==> src/design/a4sd_pkg.sv <==
`default_nettype none

package a4sd_pkg;

  // History fixed point and filter gain scaling.
  localparam int HIST_FRAC_BITS_DEF = 6;
  localparam int HIST_W             = 32;
  localparam int GAIN_FRAC_BITS     = 6;
  localparam int GAIN_W             = 8;
  localparam int PCM_W              = 16;

  // Block layout: header byte, flag byte, then data bytes.
  localparam int                 POS_W     = 4;
  localparam logic [POS_W-1:0]   POS_HDR   = 4'd0;
  localparam logic [POS_W-1:0]   POS_FLAG  = 4'd1;
  localparam logic [POS_W-1:0]   POS_LAST  = 4'd15;

  // Predictor indices; all but FILT_NONE have a nonzero gain.
  localparam logic [3:0] FILT_NONE = 4'd0;
  localparam logic [3:0] FILT_ONE  = 4'd1;
  localparam logic [3:0] FILT_TWO  = 4'd2;
  localparam logic [3:0] FILT_THREE = 4'd3;
  localparam logic [3:0] FILT_FOUR = 4'd4;

  // Depth of the queue between front and back.
  localparam int QUEUE_DEPTH = 2;

  // Output saturation limits.
  localparam logic signed [PCM_W-1:0] PCM_MAX = 16'sh7FFF;
  localparam logic signed [PCM_W-1:0] PCM_MIN = -16'sh8000;
  localparam logic signed [HIST_W-1:0] HIST_MAX = 32'sh7FFF_FFFF;
  localparam logic signed [HIST_W-1:0] HIST_MIN = -32'sh8000_0000;

  // One data byte with the header fields in force when it arrived.
  typedef struct packed {
    logic [7:0] data;
    logic [3:0] shift;
    logic [3:0] filt;
  } q_entry_t;

  // Write side of the queue.
  typedef struct packed {
    logic     push;
    q_entry_t entry;
  } q_push_t;

  // Read side of the queue.
  typedef struct packed {
    logic     empty;
    q_entry_t head;
  } q_status_t;

  // Gain on the newer history sample, in sixty-fourths.
  function automatic logic signed [GAIN_W-1:0] gain_newer(input logic [3:0] filt);
    logic signed [GAIN_W-1:0] g;
    case (filt)
      FILT_NONE:  g = 8'sd0;
      FILT_ONE:   g = 8'sd60;
      FILT_TWO:   g = 8'sd115;
      FILT_THREE: g = 8'sd98;
      FILT_FOUR:  g = 8'sd122;
      default:    g = 8'sd0;
    endcase
    return g;
  endfunction

  // Gain on the older history sample, in sixty-fourths.
  function automatic logic signed [GAIN_W-1:0] gain_older(input logic [3:0] filt);
    logic signed [GAIN_W-1:0] g;
    case (filt)
      FILT_NONE:  g = 8'sd0;
      FILT_ONE:   g = 8'sd0;
      FILT_TWO:   g = -8'sd52;
      FILT_THREE: g = -8'sd55;
      FILT_FOUR:  g = -8'sd60;
      default:    g = 8'sd0;
    endcase
    return g;
  endfunction

endpackage

`default_nettype wire

==> src/design/a4sd_if.sv <==
`default_nettype none

// Compressed byte channel.
interface a4sd_in_if;
  logic       valid;
  logic       ready;
  logic [7:0] stream_byte;

  modport source (output valid, output stream_byte, input ready);
  modport sink (input valid, input stream_byte, output ready);
endinterface

// Decoded sample channel.
interface a4sd_out_if;
  logic               valid;
  logic               ready;
  logic signed [15:0] pcm_sample;
  logic               last_of_pair;

  modport source (output valid, output pcm_sample, output last_of_pair, input ready);
  modport sink (input valid, input pcm_sample, input last_of_pair, output ready);
endinterface

`default_nettype wire

==> src/design/adpcm_4bit_sample_decoder_unit.sv <==
`default_nettype none

// Channel   Direction  Payload                          Transfer
// in_ch     sink       stream_byte[7:0]                 valid && ready
// out_ch    source     pcm_sample[15:0], last_of_pair   valid && ready
//
// A data byte yields two samples, low nibble first; header and flag bytes
// produce nothing. The throughput is set by the history recurrence, one
// sample per cycle while a byte is queued and the output register is free.
// A data byte reaches out_ch through the byte queue and the output register.
// Reset is synchronous, active low, and clears position, header and history.
// A two-entry byte queue and the output register let either side stall alone.
module adpcm_4bit_sample_decoder_unit
  import a4sd_pkg::*;
#(
  parameter int HISTORY_FRAC_BITS = HIST_FRAC_BITS_DEF
) (
  input  wire logic   clk,
  input  wire logic   rst_n,
  a4sd_in_if.sink     in_ch,
  a4sd_out_if.source  out_ch
);

  q_push_t   q_wr;
  q_status_t q_rd;
  logic      q_full;
  logic      q_pop;

  // Byte classification and header capture.
  a4sd_front u_front (
    .clk    (clk),
    .rst_n  (rst_n),
    .in_ch  (in_ch),
    .q_full (q_full),
    .q_wr   (q_wr)
  );

  // Data byte queue.
  a4sd_queue u_queue (
    .clk   (clk),
    .rst_n (rst_n),
    .q_wr  (q_wr),
    .pop   (q_pop),
    .full  (q_full),
    .q_rd  (q_rd)
  );

  // Sample reconstruction and output register.
  a4sd_back #(
    .HISTORY_FRAC_BITS (HISTORY_FRAC_BITS)
  ) u_back (
    .clk    (clk),
    .rst_n  (rst_n),
    .q_rd   (q_rd),
    .pop    (q_pop),
    .out_ch (out_ch)
  );

endmodule

`default_nettype wire

==> src/design/a4sd_front.sv <==
`default_nettype none

module a4sd_front
  import a4sd_pkg::*;
(
  input  wire logic   clk,
  input  wire logic   rst_n,
  a4sd_in_if.sink     in_ch,
  input  wire logic   q_full,
  output q_push_t     q_wr
);

  logic [POS_W-1:0] pos_r, pos_nxt;
  logic [3:0]       shift_r, shift_nxt;
  logic [3:0]       filt_r, filt_nxt;
  logic             is_data;
  logic             xfer;

  // Header and flag bytes never need queue space.
  assign is_data     = (pos_r != POS_HDR) && (pos_r != POS_FLAG);
  assign in_ch.ready = !is_data || !q_full;
  assign xfer        = in_ch.valid && in_ch.ready;

  // Data bytes go to the queue tagged with the current header fields.
  assign q_wr.push        = xfer && is_data;
  assign q_wr.entry.data  = in_ch.stream_byte;
  assign q_wr.entry.shift = shift_r;
  assign q_wr.entry.filt  = filt_r;

  // Byte position and header capture.
  always_comb begin
    pos_nxt   = pos_r;
    shift_nxt = shift_r;
    filt_nxt  = filt_r;
    if (xfer) begin
      pos_nxt = pos_r + 1'b1;
      if (pos_r == POS_HDR) begin
        filt_nxt  = in_ch.stream_byte[7:4];
        shift_nxt = in_ch.stream_byte[3:0];
      end
    end
  end

  always_ff @(posedge clk) begin
    if (!rst_n) begin
      pos_r   <= '0;
      shift_r <= '0;
      filt_r  <= '0;
    end else begin
      pos_r   <= pos_nxt;
      shift_r <= shift_nxt;
      filt_r  <= filt_nxt;
    end
  end

  // The position wraps from the last byte back to the header.
  a_pos_wrap: assert property (@(posedge clk) disable iff (!rst_n)
    (xfer && pos_r == POS_LAST) |=> (pos_r == POS_HDR))
    else $error("byte position did not wrap at end of block");

endmodule

`default_nettype wire

==> src/design/a4sd_queue.sv <==
`default_nettype none

module a4sd_queue
  import a4sd_pkg::*;
(
  input  wire logic    clk,
  input  wire logic    rst_n,
  input  wire q_push_t q_wr,
  input  wire logic    pop,
  output logic         full,
  output q_status_t    q_rd
);

  localparam int PTR_W = (QUEUE_DEPTH > 1) ? $clog2(QUEUE_DEPTH) : 1;
  localparam int CNT_W = $clog2(QUEUE_DEPTH + 1);

  q_entry_t         mem_r [QUEUE_DEPTH];
  logic [PTR_W-1:0] wr_ptr_r, wr_ptr_nxt;
  logic [PTR_W-1:0] rd_ptr_r, rd_ptr_nxt;
  logic [CNT_W-1:0] count_r, count_nxt;

  assign full       = (count_r == CNT_W'(QUEUE_DEPTH));
  assign q_rd.empty = (count_r == '0);
  assign q_rd.head  = mem_r[rd_ptr_r];

  // Pointer and fill count update.
  always_comb begin
    wr_ptr_nxt = wr_ptr_r;
    rd_ptr_nxt = rd_ptr_r;
    count_nxt  = count_r;
    if (q_wr.push) begin
      wr_ptr_nxt = (wr_ptr_r == PTR_W'(QUEUE_DEPTH - 1)) ? '0 : wr_ptr_r + 1'b1;
    end
    if (pop) begin
      rd_ptr_nxt = (rd_ptr_r == PTR_W'(QUEUE_DEPTH - 1)) ? '0 : rd_ptr_r + 1'b1;
    end
    if (q_wr.push && !pop) begin
      count_nxt = count_r + 1'b1;
    end else if (pop && !q_wr.push) begin
      count_nxt = count_r - 1'b1;
    end
  end

  always_ff @(posedge clk) begin
    if (!rst_n) begin
      wr_ptr_r <= '0;
      rd_ptr_r <= '0;
      count_r  <= '0;
    end else begin
      wr_ptr_r <= wr_ptr_nxt;
      rd_ptr_r <= rd_ptr_nxt;
      count_r  <= count_nxt;
    end
  end

  // Entry storage.
  always_ff @(posedge clk) begin
    if (q_wr.push) begin
      mem_r[wr_ptr_r] <= q_wr.entry;
    end
  end

  a_no_overflow: assert property (@(posedge clk) disable iff (!rst_n)
    q_wr.push |-> !full)
    else $error("queue written while full");

  a_no_underflow: assert property (@(posedge clk) disable iff (!rst_n)
    pop |-> !q_rd.empty)
    else $error("queue read while empty");

endmodule

`default_nettype wire

==> src/design/a4sd_back.sv <==
`default_nettype none

module a4sd_back
  import a4sd_pkg::*;
#(
  parameter int HISTORY_FRAC_BITS = HIST_FRAC_BITS_DEF
) (
  input  wire logic      clk,
  input  wire logic      rst_n,
  input  wire q_status_t q_rd,
  output logic           pop,
  a4sd_out_if.source     out_ch
);

  // Widths of the prediction sum and the rounding path.
  localparam int PROD_W = HIST_W + GAIN_W;
  localparam int SUM_W  = PROD_W + 1;
  localparam int RND_W  = HIST_W + 1;
  localparam logic signed [RND_W-1:0] HALF    = RND_W'(1) <<< (HISTORY_FRAC_BITS - 1);
  localparam logic signed [RND_W-1:0] ONE_M1  = (RND_W'(1) <<< HISTORY_FRAC_BITS) - RND_W'(1);

  logic signed [HIST_W-1:0] hist_newer_r, hist_newer_nxt;
  logic signed [HIST_W-1:0] hist_older_r, hist_older_nxt;
  logic                     phase_r, phase_nxt;
  logic                     out_valid_r, out_valid_nxt;
  logic signed [PCM_W-1:0]  out_sample_r, out_sample_nxt;
  logic                     out_last_r, out_last_nxt;

  logic                     load;
  logic [3:0]               nib;
  logic signed [PCM_W-1:0]  base16;
  logic signed [GAIN_W-1:0] gp, gn;
  logic signed [PROD_W-1:0] prod_n, prod_o;
  logic signed [SUM_W-1:0]  sum;
  logic signed [HIST_W-1:0] hist_new;
  logic signed [RND_W-1:0]  rnd;
  logic signed [RND_W-1:0]  quot;
  logic signed [PCM_W-1:0]  pcm;

  // A sample is produced whenever a byte waits and the output register is free.
  assign load = !q_rd.empty && (!out_valid_r || out_ch.ready);
  assign pop  = load && phase_r;

  // Scaled nibble plus the two-tap prediction, saturated to history width.
  always_comb begin
    nib    = phase_r ? q_rd.head.data[7:4] : q_rd.head.data[3:0];
    base16 = $signed({nib, 12'b0}) >>> q_rd.head.shift;
    gp     = gain_newer(q_rd.head.filt);
    gn     = gain_older(q_rd.head.filt);
    prod_n = PROD_W'(hist_newer_r) * PROD_W'(gp);
    prod_o = PROD_W'(hist_older_r) * PROD_W'(gn);
    sum    = (SUM_W'(base16) <<< HISTORY_FRAC_BITS)
           + SUM_W'(prod_n >>> GAIN_FRAC_BITS)
           + SUM_W'(prod_o >>> GAIN_FRAC_BITS);
    if (sum > SUM_W'(HIST_MAX)) begin
      hist_new = HIST_MAX;
    end else if (sum < SUM_W'(HIST_MIN)) begin
      hist_new = HIST_MIN;
    end else begin
      hist_new = HIST_W'(sum);
    end
  end

  // Add one half, truncate toward zero, saturate to the sample width.
  always_comb begin
    rnd = RND_W'(hist_new) + HALF;
    if (rnd < 0) begin
      quot = (rnd + ONE_M1) >>> HISTORY_FRAC_BITS;
    end else begin
      quot = rnd >>> HISTORY_FRAC_BITS;
    end
    if (quot > RND_W'(PCM_MAX)) begin
      pcm = PCM_MAX;
    end else if (quot < RND_W'(PCM_MIN)) begin
      pcm = PCM_MIN;
    end else begin
      pcm = PCM_W'(quot);
    end
  end

  // History, nibble phase and output register.
  always_comb begin
    hist_newer_nxt = hist_newer_r;
    hist_older_nxt = hist_older_r;
    phase_nxt      = phase_r;
    out_valid_nxt  = out_valid_r;
    out_sample_nxt = out_sample_r;
    out_last_nxt   = out_last_r;
    if (out_ch.ready) begin
      out_valid_nxt = 1'b0;
    end
    if (load) begin
      hist_newer_nxt = hist_new;
      hist_older_nxt = hist_newer_r;
      phase_nxt      = !phase_r;
      out_valid_nxt  = 1'b1;
      out_sample_nxt = pcm;
      out_last_nxt   = phase_r;
    end
  end

  always_ff @(posedge clk) begin
    if (!rst_n) begin
      hist_newer_r <= '0;
      hist_older_r <= '0;
      phase_r      <= 1'b0;
      out_valid_r  <= 1'b0;
    end else begin
      hist_newer_r <= hist_newer_nxt;
      hist_older_r <= hist_older_nxt;
      phase_r      <= phase_nxt;
      out_valid_r  <= out_valid_nxt;
    end
  end

  always_ff @(posedge clk) begin
    out_sample_r <= out_sample_nxt;
    out_last_r   <= out_last_nxt;
  end

  assign out_ch.valid        = out_valid_r;
  assign out_ch.pcm_sample   = out_sample_r;
  assign out_ch.last_of_pair = out_last_r;

  // A low-nibble sample is always followed by the high nibble of the same byte.
  a_pair_order: assert property (@(posedge clk) disable iff (!rst_n)
    (load && !phase_r) |=> (phase_r && !q_rd.empty))
    else $error("high nibble missing after low nibble");

  // The history shifts by exactly one sample on every produced sample.
  a_hist_shift: assert property (@(posedge clk) disable iff (!rst_n)
    load |=> (hist_older_r == $past(hist_newer_r)))
    else $error("history did not shift with a new sample");

endmodule

`default_nettype wire
==> src/flat_wrapper.sv <==
// flat-port wrapper written by rule: the top's interface ports become plain ports
module adpcm_4bit_sample_decoder_unit_flat import a4sd_pkg::*;
#(
  parameter int HISTORY_FRAC_BITS = HIST_FRAC_BITS_DEF
)
  (clk, rst_n, in_ch_valid, in_ch_stream_byte, in_ch_ready, out_ch_valid, out_ch_pcm_sample, out_ch_last_of_pair, out_ch_ready);
  a4sd_in_if in_ch_i ();
  a4sd_out_if out_ch_i ();
  input  wire logic clk;
  input  wire logic rst_n;
  input wire logic [$bits(in_ch_i.valid)-1:0] in_ch_valid;
  input wire logic [$bits(in_ch_i.stream_byte)-1:0] in_ch_stream_byte;
  output wire logic [$bits(in_ch_i.ready)-1:0] in_ch_ready;
  output wire logic [$bits(out_ch_i.valid)-1:0] out_ch_valid;
  output wire logic [$bits(out_ch_i.pcm_sample)-1:0] out_ch_pcm_sample;
  output wire logic [$bits(out_ch_i.last_of_pair)-1:0] out_ch_last_of_pair;
  input wire logic [$bits(out_ch_i.ready)-1:0] out_ch_ready;
  assign in_ch_i.valid = in_ch_valid;
  assign in_ch_i.stream_byte = in_ch_stream_byte;
  assign in_ch_ready = in_ch_i.ready;
  assign out_ch_valid = out_ch_i.valid;
  assign out_ch_pcm_sample = out_ch_i.pcm_sample;
  assign out_ch_last_of_pair = out_ch_i.last_of_pair;
  assign out_ch_i.ready = out_ch_ready;
  adpcm_4bit_sample_decoder_unit #(.HISTORY_FRAC_BITS(HISTORY_FRAC_BITS)) u_core (.clk(clk), .rst_n(rst_n), .in_ch(in_ch_i), .out_ch(out_ch_i));
endmodule
==> config.mk <==
export PLATFORM = sky130hd
export DESIGN_NAME = adpcm_4bit_sample_decoder_unit_flat
export DESIGN_NICKNAME = d
export VERILOG_FILES = /design/src/design/a4sd_pkg.sv /design/src/design/a4sd_if.sv /design/src/design/adpcm_4bit_sample_decoder_unit.sv /design/src/design/a4sd_front.sv /design/src/design/a4sd_queue.sv /design/src/design/a4sd_back.sv /design/src/flat_wrapper.sv
export SDC_FILE = /design/constraint.sdc
export NUM_CORES = 1
export LEC_CHECK = 0
export BUFFER_PORTS_ARGS = -buffer_cell sky130_fd_sc_hd__buf_4
export CAP_MARGIN = 20
export CORE_AREA = 2 2 306 308
export DETAILED_ROUTE_END_ITERATION = 6
export DIE_AREA = 0 0 308 310
export PLACE_DENSITY = 0.52
export SKIP_LAST_GASP = 1
export SLEW_MARGIN = 20
export SYNTH_ARGS = -nofsm -noshare
export SYNTH_HDL_FRONTEND = slang
export SYNTH_SLANG_ARGS = --single-unit
==> constraint.sdc <==
create_clock -name clk -period 13.45 [get_ports clk]
set_input_delay 2.69 -clock clk [delete_from_list [all_inputs] [get_ports clk]]
set_output_delay 2.69 -clock clk [all_outputs]
set_load 0.05 [all_outputs]
* Word level (Yosys, flattened, before mapping) *
Memory sizes are Yosys's and may differ from the RTL's. A register that Yosys moved wholly into a read port is not among the register bits.
Index checks and enable logic that the tools add are counted.

cells by class
  multipliers = 2
  $add $sub $neg = 9
  $lt $le $gt $ge = 5
  equal/unequal tests = 6
  shift operators = 1
  multiplexer cells = 17
  reduce and logical (&&, ||, !) cells = 22

operators by type and width
  kind                                                  number
  multiplier 32 x 8 -> 40 bit                           2
  2-to-1 mux 32 bit                                     2
  adder 35 x 34 -> 36 bit                               1
  > comparator 36 x 32 -> 1 bit, second input constant  1
  < comparator 36 x 32 -> 1 bit, second input constant  1
  adder 22 x 34 -> 35 bit                               1
  adder 32 x 7 -> 33 bit, second input constant         1
  adder 33 x 7 -> 33 bit, second input constant         1
  > comparator 33 x 16 -> 1 bit, second input constant  1
  < comparator 33 x 1 -> 1 bit, second input constant   1
  < comparator 33 x 16 -> 1 bit, second input constant  1
  2-to-1 mux 33 bit                                     1
  one-hot mux 7 bit (4 select lines)                    1
  one-hot mux 8 bit (3 select lines)                    1
  2-to-1 mux 16 bit                                     1
  >>> shifter 16 x 4 -> 16 bit                          1
  equality test 4 x 2 -> 1 bit, second input constant   2
  2-to-1 mux 1 bit                                      8
  logical AND 1 bit                                     7
  zero test 1 bit                                       7
  adder 4 x 1 -> 4 bit, second input constant           1
  equality test 4 x 1 -> 1 bit, second input constant   1
  equality test 4 x 3 -> 1 bit, second input constant   1
  zero test 4 bit                                       1
  12 further kinds                                      16

word-level totals
  memories kept = 1
  input bits = 12
  word-level logic and storage cells = 75
  bits in writable memories = 32
  register bits after elaboration = 99

memories
  name                  words  width  rd ports  clocked after memory_dff  wr ports  line              RTL
  u_core.u_queue.mem_r  2      16     1         1                         1         a4sd_queue.sv:17  q_entry_t mem_r [QUEUE_DEPTH];

* Longest topological paths before layout *
Gate-level depths: netlist of the first run.

  word-level depth = 13
  gate-level depth with buffers = 70
  mapped depth without buffers = 60

* By module *
A second synthesis of the first run with hierarchy kept.

unflattened totals
  cell total of the unflattened synthesis = 2712
  area, all modules = 23311.1 um^2

modules (own cells, without submodules)
  module      times used  sequential area each (um^2)  cells each  area an instance (um^2)
  a4sd_back   1           1831.8                       2577        21315.4
  a4sd_queue  1           1061.0                       72          1372.6
  a4sd_front  1           240.2                        63          623.1

* Least setup slack after synthesis of the first run *
OpenSTA, ideal clock, no wires.

  kind = flip-flop to flip-flop
  start = register (tool-made name)
  end = register u_core.u_back.out_sample_r[6], in the netlist u_core.u_back.out_ch.pcm_sample[6] (data pin)
  required time = 13.181 ns
  buffers on the path = 13
  clock period less this slack = 14.276 ns
  setup time = 0.269 ns
  setup slack = -0.826 ns
  data arrival time = 14.007 ns
  cell stages (with the launch flop) = 68
  cell sequence = dfxtp_1 -> clkbuf_1 -> buf_1 -> mux2i_1 -> or3_1 -> and2_1 -> clkbuf_1 -> inv_1 -> clkbuf_1 -> clkbuf_1 -> and2_1 -> ha_1 -> inv_1 -> fa_1 -> inv_1 -> fa_1 -> inv_1 -> fa_1 -> (+32 left out) -> clkbuf_1 -> o21ai_0 -> o21a_1 -> inv_1 -> ha_1 -> clkbuf_1 -> and3_1 -> a32oi_1 -> or3_1 -> nor3_1 -> xnor2_1 -> nand3_1 -> nor4_2 -> and3_1 -> a31oi_1 -> o41ai_4 -> buf_6 -> o31ai_1

RTL lines
  item                  line              RTL
  to (signal assigned)  a4sd_back.sv:117  out_sample_r <= out_sample_nxt;
  to (decl)             a4sd_back.sv:26   logic signed [PCM_W-1:0] out_sample_r, out_sample_nxt;

==> results of run 1 <==
[routing by layer]
layer / track usage [%] / part of all wire (%) / vias to the layer above
li1: - / - / 8774
met1: 17.6 / 46 / 8830
met2: 22.2 / 49 / 283
met3: 1.96 / 4.0 / 42
met4: 2.21 / 1.2 / 0
met5: 0 / 0 / -
[sequential cells by signal, indices dropped and copies added (netlist names), named ones only]
signal                             count
u_core.u_queue.mem_r                  32
u_core.u_front.shift_r                 4
u_core.u_back.hist_newer_r            32
u_core.u_back.hist_older_r            32
u_core.u_back.out_ch.last_of_pair      1
u_core.u_front.filt_r                  4
u_core.u_back.out_ch.valid             1
u_core.u_front.pos_r                   4
u_core.u_back.phase_r                  1
u_core.u_queue.rd_ptr_r                1
u_core.u_queue.wr_ptr_r                1
u_core.u_back.out_ch.pcm_sample       16
u_core.u_queue.count_r                 2
[Yosys cell counts, drive strengths merged, types with 10 or more instances]
master | number | share of area, %
inv | 419 | 6.9
fa | 292 | 26
nand2 | 288 | 4.7
ha | 262 | 14
and2 | 133 | 3.6
nor2 | 133 | 2.2
o21ai | 124 | 2.7
a21oi | 92 | 2.0
clkbuf | 88 | 1.4
xnor2 | 87 | 3.3
dfxtp | 83 | 7.3
nor2b | 61 | 1.7
xor2 | 54 | 2.1
edfxtp | 49 | 6.4
a21boi | 42 | 1.4
nor3 | 40 | 0.96
o21a | 29 | 0.95
nand3 | 28 | 0.61
a21o | 27 | 0.89
nand2b | 22 | 0.60
a31oi | 21 | 0.60
and3 | 20 | 0.57
mux2i | 17 | 0.74
or2 | 17 | 0.46
o211ai | 16 | 0.55
o21bai | 14 | 0.46
nand4 | 13 | 0.36
o211a | 13 | 0.57
a211oi | 12 | 0.46
nor3b | 10 | 0.35
o31ai | 10 | 0.33
or3 | 10 | 0.27
[worst max-delay path: cells and delay by family (launching register included)]
family | cells | cell delay (ps)
AOI/OAI and AO/OA | 16 | 4070
adders and majority gates | 7 | 2510
buffers and inverters | 8 | 900
DFF | 1 | 400
muxes | 1 | 360
and+or+nand+nor | 19 | 4410
[per-stage QoR]
stage,setup TNS (ps),worst slack [ps],hold WS (ps),std cells
floorplan,0,0.155,406,2638
global placement,0,55.7,443,3860
detailed placement,-2310,-172,445,3860
CTS,0,33.5,461,3892
global route,-551,-60.9,467,3910
finish,0,518,463,3910
[kinds of logic after synthesis]
| logic type | count (synthesis) | share of synthesized area, % |
|---|---|---|
| AND/OR/NAND/NOR | 812 | 17.8 |
| adder cells (fa/ha/maj) | 554 | 39.9 |
| buffers and inverters | 516 | 8.56 |
| AO/OA/AOI/OAI | 457 | 13.3 |
| XOR/XNOR | 141 | 5.39 |
| flip-flops | 132 | 13.7 |
| multiplexers | 26 | 1.38 |
[layout make-up]
type | instances | share of cell area [%]
timing repair buffer | 140 | 4.30
inverter | 419 | 6.05
sequential | 132 | 12.0
clock inverter | 15 | 0.643
multi-input combinational | 1990 | 69.6
tap | 1197 | 5.74
clock buffer | 17 | 1.63
[path summary, 6_finish.rpt]
check	end	slack, ps	cells after the start
worst min-delay path	u_core.u_queue.mem_r[1][3]	460	0
worst max register to register	u_core.u_back.out_ch.pcm_sample[6]	520	51
worst min register to register	u_core.u_queue.mem_r[1][3]	460	0
worst max-delay path	u_core.u_back.out_ch.pcm_sample[6]	520	51
[timing repair]
item                                    4_1_cts  5_1_grt
setup buffers                                 0       16
endpoints found under the setup margin       15       16
cloned                                        0        2
gates resized for setup                       6       77
pin swaps                                     1       31
==> flow_summary_export.csv, run 1 <==
group,metric,value,unit
clock_network,cts.sinks,132,
setup_path,critPathMaxFanout,11,
global_route,gr-usage-all-layers,13.0,%
run_status,status,"finished, final reports clean",
clock_network,clock_latency,490,ps
layout,seq_area,0.00314,sq mm
setup_path,cp-start-kind,"register",
sta,period_minus_slack,12930,ps
logic_synthesis,syn-cell-area,0.0229,sq mm
floorplan,start_util,24.8,%
layout,stdcell_area,0.0261,sq mm
logic_synthesis,synth_area_per_cell,8.68,sq um
floorplan,rows,112,
clock_network,cts_buffers,17,
floorplan,io_pins,31,
floorplan,die_area,0.0955,sq mm
routing,ant_nets,0,
logic_synthesis,async_reset_ff_share,0,%
routing,drtPass1Iterations,6,
logic_synthesis,ys_seq_elements,132,
sta,finalMaxSlewViolations,0,
clock_network,clockBufferDepth,2,
place,routabilityCongestion,0.887,
setup_path,critical_path_class,"reg2reg",
global_route,grt_pass1_vias,17700,
floorplan,core_area,0.0925,sq mm
layout,layout.nets,3266,
layout,drive_above_1_share,10.4,%
worst_hold_path,hold_class,"reg2reg",
clock_network,cts_tree,"yes",
logic_synthesis,synth.net_count,3204,
layout,antennaDiodeCount,0,
routing,via_per_inst,4.59,
routing,drc_errors,0,
logic_synthesis,synth-main-ff-cell,"dfxtp_1",
place,dp_hpwl,49800,microns
worst_hold_path,min_from,"u_core.u_front.filt_r[3]",
layout,multi_input_area,0.0182,sq mm
sta,worst_pin_slew,909,ps
clock_network,root_buffer,"clkbuf_16",
layout,final_common_cell,"inv_1",
setup_path,end_kind,"register",
place,place_area,0.0250,sq mm
floorplan,fp.dieH,310,microns
logic_synthesis,synth.distinct_cells,94,
clock_network,postCtsHoldBufs,0,
logic_synthesis,synth_edf_count,49,
routing,wire_per_inst,15.6,microns
routing,num_vias,17900,
global_route,grt_max_degree,84,
global_route,antenna_found_initial,0,
layout,final_cell_mix,"416 x inv_1, 292 x fa_1, 285 x nand2_1, 261 x ha_1, 133 x buf_4",
sta,fin_skew,9.37,ps
routing,routed_wl,61000,microns
job,drv_cap,0,
sta,slew_headroom,39.0,%
logic_synthesis,yosysSeqAreaShare,13.7,%
global_route,grt-ovfl-total,0,
setup_path,critPathMaxStageDelay,530,ps
setup_path,cp.required,13680,ps
layout,post-route-util,28.2,%
sta,setup_viol,0,
sta,period_share,96.1,%
sta,fmax,77.3,MHz
clock_network,h-tree-depth,4,
logic_synthesis,ys_warn_count,0,
clock_network,clk_pin_slew_worst_paths,70,ps
global_route,grt_pass1_wl,98000,microns
setup_path,critPathMostFrequentCell,"o21a_1",
setup_path,crit_slowest_cell,"fa_1",
sta,finalHoldViolations,0,
floorplan,die_x,308,microns
layout,nFillCells,9961,
setup_path,arrival,13160,ps
place,port_buffers,30,
layout,area_delta_synth_final,14.0,%
logic_synthesis,netlist_instances,2638,
routing,drt_iter0_drc,954,
Power of run 1 is left out: the tool's default activity adds up to more than one toggle a clock period on the data nets, which glitch-free logic cannot reach.
==> run 2, diff against run 1 <==
RECOVER_POWER = 50   (was not set)
==> run 2 against run 1 <==
- the run now ends with max-capacitance violations, max-slew violations left
- flip-flop and latch count did not move
- register-to-register slack barely moved
- non-clock buffer count did not move
- sequential share of layout area barely moved
==> flow_summary_export.csv, run 2 (synthesis results as in run 1) <==
group,metric,value,unit
floorplan,io_pins,31,
place,pre_cts_ws,-172,ps
layout,drive_above_1_share,9.47,%
sta,finalHoldViolations,0,
routing,via_per_inst,4.59,
setup_path,rr_worst_depth,52,
job,drv_cap,1,
sta,period_share,96.2,%
routing,drc_errors,0,
layout,final_cell_mix,"416 x inv_1, 292 x fa_1, 285 x nand2_1, 261 x ha_1, 128 x and2_1",
routing,drt_iter0_drc,1027,
setup_path,crit_slowest_cell,"fa_1",
routing,num_vias,18000,
floorplan,die_x,308,microns
layout,fin_cells,3910,
floorplan,core_area,0.0925,sq mm
worst_hold_path,holdPathStages,0,
floorplan,rows,112,
floorplan,fp.dieH,310,microns
sta,fmax,77.3,MHz
place,routabilityCongestion,0.887,
setup_path,arrival,13170,ps
setup_path,critPathMaxStageDelay,530,ps
floorplan,start_util,24.8,%
layout,post-route-util,28.1,%
clock_network,postCtsHoldBufs,0,
worst_hold_path,min_from,"u_core.u_front.shift_r[1]",
global_route,gr-usage-all-layers,13.0,%
sta,finalMaxSlewViolations,84,
routing,routed_wl,61100,microns
routing,drtPass1Iterations,7,
global_route,grt-ovfl-total,0,
sta,layout_setup_ws,513,ps
routing,ant_nets,0,
layout,top_regs,"u_core.u_back.hist_newer_r (32), u_core.u_back.hist_older_r (32), u_core.u_queue.mem_r (32)",
sta,period_minus_slack,12940,ps
run_status,violations,"max-capacitance violations, max-slew violations",
floorplan,die_area,0.0955,sq mm
global_route,antenna_found_initial,0,
run_status,status,"complete, but fails checks",
clock_network,cts_tree,"yes",
place,port_buffers,30,
setup_path,critical_path_class,"reg2reg",
worst_hold_path,hold_end,"u_core.u_queue.mem_r[1][5]",
layout,nFillCells,9975,
clock_network,clock_latency,480,ps
setup_path,reg2reg_to,"u_core.u_back.out_ch.pcm_sample[6]",
worst_hold_path,hold_class,"reg2reg",
layout,antennaDiodeCount,0,
clock_network,cts_buffers,17,
sta,slew_headroom,-153,%
setup_path,r2r_slack,510,ps
layout,final_common_cell,"inv_1",
global_route,grt_max_degree,84,
clock_network,clockBufferDepth,2,
setup_path,cp-start-kind,"register",
sta,fin_skew,9.11,ps
sta,worst_pin_slew,3790,ps
layout,layout.nets,3266,
clock_network,cts.sinks,132,
sta,hold_ws,460,ps
clock_network,clk_pin_slew_worst_paths,70,ps
setup_path,cp.required,13680,ps
setup_path,critPathMostFrequentCell,"o21a_1",
layout,area_delta_synth_final,13.5,%
clock_network,h-tree-depth,4,
routing,wire_per_inst,15.6,microns
global_route,grt_pass1_vias,17700,
place,dp_hpwl,49800,microns
sta,setup_viol,0,
clock_network,root_buffer,"clkbuf_16",
setup_path,end_kind,"register",
place,placed_cells,3860,
setup_path,critPathMaxFanout,15,
global_route,grt_pass1_wl,98000,microns
## run 2: through the flow
stage | setup TNS, ps | cell area (sq um)
detailed placement | -2310 | 25000
finish | 0 | 26000
floorplan | 0 | 22900
CTS | 0 | 25600
global route | -551 | 26000
global placement | 0 | 25000
## run 2: area by class of cell
type	count	area (sq um)	area share, %
Tap cell	1197	1500	5.76
Timing Repair Buffer	140	1020	3.94
Sequential cell	132	3140	12.1
Clock buffer	17	425	1.64
Inverter	419	1580	6.07
Clock inverter	15	168	0.645
Multi-Input combinational cell	1990	18200	69.9
## run 2: worst max-delay path, delay by kind of cell, from the launching register on
kind            cells  cell delay [ps]
simple gates       18             4460
fa+ha+maj           8             2680
buf+inv             7              820
flops               1              400
xor+xnor            1              110
mux                 1              360
compound gates     17             3810
## run 2: how the worst max path moves through the flow
| stage | from | to | cells after the start |
|---|---|---|---|
| floorplan | register | u_core.u_back.out_ch.pcm_sample[6] | 64 |
| global placement | register | u_core.u_back.out_ch.pcm_sample[1] | 57 |
| detailed placement | register | u_core.u_back.out_ch.pcm_sample[1] | 51 |
| CTS | register | u_core.u_back.out_ch.pcm_sample[1] | 54 |
| global route | register | u_core.u_back.out_ch.pcm_sample[13] | 58 |
| finish | register | u_core.u_back.out_ch.pcm_sample[6] | 52 |
## run 2: repair_timing
action                                  CTS  global route
cloned                                    0             2
endpoints found under the setup margin   15            16
setup buffers                             0            16
pin swaps                                 1            31
gates resized for setup                   6            77
## run 2: routing by layer
| metal | wire [microns] | GRT usage, % | vias up |
|---|---|---|---|
| met4 | 709 | 2.21 | 0 |
| met5 | 0 | 0 | - |
| met2 | 30100 | 22.2 | 293 |
| met3 | 2360 | 1.96 | 40 |
| met1 | 27900 | 17.6 | 8841 |
| li1 | - | - | 8778 |
Power of run 2 is left out for the same reason.
